--- src/rtl/ccd_pkg.sv ---
// Package: shared types, constants and helpers for the ChaCha20 generator.
`timescale 1ns / 1ps
package ccd_pkg;

  localparam int unsigned MaxRequestBytes = 256;

  localparam logic [1:0] KIND_SEED  = 2'd0;
  localparam logic [1:0] KIND_GEN   = 2'd1;
  localparam logic [1:0] KIND_MIX   = 2'd2;
  localparam logic [1:0] KIND_CLEAR = 2'd3;

  localparam logic [31:0] SIGMA0 = 32'h61707865;
  localparam logic [31:0] SIGMA1 = 32'h3320646e;
  localparam logic [31:0] SIGMA2 = 32'h79622d32;
  localparam logic [31:0] SIGMA3 = 32'h6b206574;

  typedef logic [15:0][31:0] blk_t;

  // Control between sequencer and block core.
  typedef struct packed {
    logic start;
  } core_req_t;

  typedef struct packed {
    logic done;
  } core_sts_t;

  function automatic logic [31:0] rotl(input logic [31:0] x, input int unsigned n);
    rotl = (x << n) | (x >> (32 - n));
  endfunction

endpackage

--- src/rtl/ccd_core.sv ---
// Block core: ChaCha20 block function, one quarter round per cycle.
`timescale 1ns / 1ps
module ccd_core (
  input  logic             clk,
  input  logic             rst_n,
  input  ccd_pkg::core_req_t req,
  input  ccd_pkg::blk_t    init,
  output ccd_pkg::core_sts_t sts,
  output ccd_pkg::blk_t    blk
);

  typedef enum logic [2:0] {
    C_IDLE = 3'b001,
    C_RUN  = 3'b010,
    C_FIN  = 3'b100
  } cstate_t;

  cstate_t state_r, state_nxt;
  ccd_pkg::blk_t w_r, w_nxt;
  logic [6:0] qr_r, qr_nxt;

  logic [3:0] ia, ib, ic, id;
  logic [31:0] a0, b0, c0, d0, a1, b1, c1, d1, a2, b2, c2, d2;

  // Pick the quarter-round lanes: column rounds then diagonal rounds.
  always_comb begin
    logic [1:0] k;
    k = qr_r[1:0];
    ia = {2'b00, k};
    if (!qr_r[2]) begin
      ib = {2'b01, k};
      ic = {2'b10, k};
      id = {2'b11, k};
    end else begin
      ib = {2'b01, k + 2'd1};
      ic = {2'b10, k + 2'd2};
      id = {2'b11, k + 2'd3};
    end
  end

  // Shared quarter-round unit.
  always_comb begin
    a0 = w_r[ia] + w_r[ib];
    d0 = ccd_pkg::rotl(w_r[id] ^ a0, 16);
    c0 = w_r[ic] + d0;
    b0 = ccd_pkg::rotl(w_r[ib] ^ c0, 12);
    a1 = a0 + b0;
    d1 = ccd_pkg::rotl(d0 ^ a1, 8);
    c1 = c0 + d1;
    b1 = ccd_pkg::rotl(b0 ^ c1, 7);
    a2 = a1; b2 = b1; c2 = c1; d2 = d1;
  end

  always_comb begin
    state_nxt = state_r;
    w_nxt = w_r;
    qr_nxt = qr_r;
    case (state_r)
      C_IDLE: begin
        if (req.start) begin
          w_nxt = init;
          qr_nxt = '0;
          state_nxt = C_RUN;
        end
      end
      C_RUN: begin
        w_nxt[ia] = a2;
        w_nxt[ib] = b2;
        w_nxt[ic] = c2;
        w_nxt[id] = d2;
        qr_nxt = qr_r + 7'd1;
        if (qr_r == 7'd79) state_nxt = C_FIN;
      end
      C_FIN: begin
        for (int i = 0; i < 16; i++) w_nxt[i] = w_r[i] + init[i];
        state_nxt = C_IDLE;
      end
      default: state_nxt = C_IDLE;
    endcase
  end

  always_ff @(posedge clk) begin
    if (!rst_n) begin
      state_r <= C_IDLE;
      qr_r <= '0;
    end else begin
      state_r <= state_nxt;
      qr_r <= qr_nxt;
    end
    w_r <= w_nxt;
  end

  logic fin_r;
  always_ff @(posedge clk) begin
    if (!rst_n) fin_r <= 1'b0;
    else fin_r <= (state_r == C_FIN);
  end

  assign sts.done = fin_r;
  assign blk = w_r;

endmodule

--- config.mk ---
export PLATFORM = sky130hd
export DESIGN_NAME = ccd_core
export DESIGN_NICKNAME = d
export VERILOG_FILES = /design/src/rtl/ccd_pkg.sv /design/src/rtl/ccd_core.sv
export SDC_FILE = /design/constraint.sdc
export NUM_CORES = 2
export LEC_CHECK = 0
export ABC_AREA = 1
export BUFFER_PORTS_ARGS = -buffer_cell sky130_fd_sc_hd__buf_2
export CORE_AREA = 3 3 403 405
export CTS_BUF_LIST = sky130_fd_sc_hd__clkbuf_2
export DETAILED_ROUTE_END_ITERATION = 12
export DIE_AREA = 0 0 406 408
export PLACE_DENSITY = 0.61
export REMOVE_ABC_BUFFERS = 1
export SLEW_MARGIN = 20
export SYNTH_ARGS = -nofsm -noshare
export SYNTH_HDL_FRONTEND = slang
export SYNTH_SLANG_ARGS = --single-unit
export TNS_END_PERCENT = 1
--- constraint.sdc ---
create_clock -name clk -period 21.1 [get_ports clk]
set_clock_uncertainty 0.1 [all_clocks]
set_input_delay 4.22 -clock clk [delete_from_list [all_inputs] [get_ports clk]]
set_output_delay 4.22 -clock clk [all_outputs]
set_load 0.005 [all_outputs]
==> impl_results.md <==
- Chip Height: 408 µm
- First-pass GRT wire length: ~500,000 µm
- Final net count: 11,738
- Seq/Total Area, Yosys: 24.3%
- Post-Synthesis Cell Area: approximately 64,000 µm²
- Commonest cells after routing, fill and taps aside: 2,291 x nand2_1, 1,203 x a21oi_1, 1,031 x buf_2
- WL final: ~360,000 µm
- Cells after synthesis: between 9,000 and 10,000
- Buffers added on ports: between 1,000 and 1,500
- Initial Util: 40.5%
- Worst path most repeated cell: nand2_1
- Total grt overflow: 0
- Slowest CP cell: a221oi_1
- Die area: ~170,000 µm²
- Largest net degree at the start of global routing: 160
- WL/cell: 27.7 µm
- Clock transition at the registers of the reported paths: 0.10 ns
- Hold slack: 0.383 ns
- Worst slew pin tran: 1.38 ns
- Initial DRC count: 10,291
- RR Endpoint: blk[229]
- Die width: 406 µm
- Worst skew pair latency: 1.84 ns
- CP Capture Type: flop
- Final setup fails: 0
- Mapped Avg Cell Area: 6.69 µm²
- CP Launch Type: flop
- Final hold viol count: 0
- Share of cells above drive strength 1: 15.2%
- Fin crit share: 76.1%
- Hold Path Stages: 2
- Status: finished, final reports clean
- CTS Hold Bufs: 0
- Synthesis-to-layout area growth: 14.4%
- Worst min path class: reg2reg
- FF+latch count, synth: 523
- Main synth FF type: edfxtp_1
- R2R setup slack: just over 5 ns
- DRC: 0
- Vias per cell: 6.09
- Top Ports: between 1,000 and 1,500
- Initial antenna violation count: 90
- Finished Core Util: between 40% and 50%
- CP arrival: 17.56 ns
- Antenna-violating nets left: 0
- FP Rows: 146
- Commonest non-fill, non-tap cell in the layout: nand2_1
- Postcts setup bufs: 0
- Ys async rst share: 0%
- Crit path required time: between 20 and 25 ns
- Ys Warns: 0
- Max-slew headroom: 8.28%
- HP Start: qr_r[3]
- Hold Path End: qr_r[3]
- RSZ-0062 raised after global routing: no
- Total number of vias: 78,388
- Minimum period implied by the final worst setup slack: approximately 16 ns
- Cts repair resizes: 0
- First drt pass iteration count: 9
- Vias in the first global route: around 70,000
- Synth unique cells: 70
- DP HPWL: roughly 290,000 µm
- R2R depth: 71
- Worst-case clock buffer depth: 3
- Number of max-slew violations in the final report: 0
- Max frequency: 0.0623 GHz
- Post-synth EDFFs: just over 500
- Setup TNS: 0 ns
- Final RePlAce weighted congestion: 1.05
- Core area: 159,000 µm²
- CTS tree: done
- TritonCTS Buffers: 172
- CP Class: reg2reg
- TritonCTS Sinks: 523
- Crit Path Max Fanout: 50
- GR Util All Layers: 40.8%
- Maxcap violations: 0
- Root Buffer: clkbuf_2
- Reg2reg start: qr_r[0]
- H-Tree Level Count: 4
- Slowest stage delay, CP: 0.84 ns
[cells in the mapped netlist, types with 70 or more instances]
library cell | count | area [µm²]
a21oi_1 | 1203 | 6020
clkbuf_1 | 278 | 1040
edfxtp_1 | 512 | 15400
ha_1 | 622 | 7780
inv_1 | 999 | 3750
nand2_1 | 2294 | 8610
nand3_1 | 682 | 3410
nor2_1 | 670 | 2510
nor3_1 | 71 | 355
o211ai_1 | 254 | 1910
o21a_1 | 72 | 541
o21ai_0 | 872 | 4360
o221ai_1 | 70 | 613
o22ai_1 | 100 | 626
or2_2 | 95 | 594
xor2_1 | 156 | 1370
[registers in the layout (all words and copies together), names as in the netlist]
register and flops:
qr_r 7, state_r 3, blk 512, sts 1
[worst max path at each step]
stage                    start        to  slack [ns]  cells past startpoint
floorplan           state_r[1]  blk[146]      -39.82                      6
global placement       qr_r[0]  blk[165]        5.54                     75
detailed placement     qr_r[0]  blk[229]        5.56                     71
CTS                    qr_r[0]  blk[229]        5.43                     71
global route           qr_r[0]  blk[133]        4.21                     71
finish                 qr_r[0]  blk[229]        5.04                     71
[through the flow]
stage	cells	cell area (µm²)	setup WS, ns
after global routing	12857	73600	4.21
after floorplan	9287	63000	-39.82
after detailed placement	12477	71600	5.56
after CTS	12783	73400	5.43
final	12869	73600	5.04
after global placement	12475	71600	5.54
[cells by family after synthesis]
kind of cell             Yosys count  share of synthesized area (%)
AND/OR/NAND/NOR                 3962                           25.8
AO/OA/AOI/OAI                   2914                           26.0
buffers and inverters           1352                           7.92
adder cells (fa/ha/maj)          642                           12.7
flip-flops                       523                           24.3
XOR/XNOR                         223                           3.35
[cell type report]
type                    instances  area (µm²)
multi-input cells            7741       43700
inverters                    1023        3860
fillers                     16820       85200
repair buffers               1120        5880
clock inverters                63         504
clock buffers                 243        1220
diodes                         84         210
well taps                    2072        2590
flip-flops and latches        523       15600
[routing by layer]
metal / global-route usage [%] / wire, µm
met3: 8.40 / 36600
met1: 54.1 / 144000
met5: 0.380 / 180
met2: 62.2 / 156000
met4: 21.3 / 20000
[critical path, delay by kind of cell (launching register included)]
kind / cells / cell delay, ns
buffers and inverters: 10 / 2.38
DFF: 1 / 0.36
xor gates and xnor gates: 5 / 2.04
AOI/OAI and AO/OA: 17 / 4.72
and+or+nand+nor: 34 / 3.95
adders and majority gates: 5 / 2.23
Power is left out: the tool's default activity adds up to more than one toggle a clock period on the data nets, which glitch-free logic cannot reach.
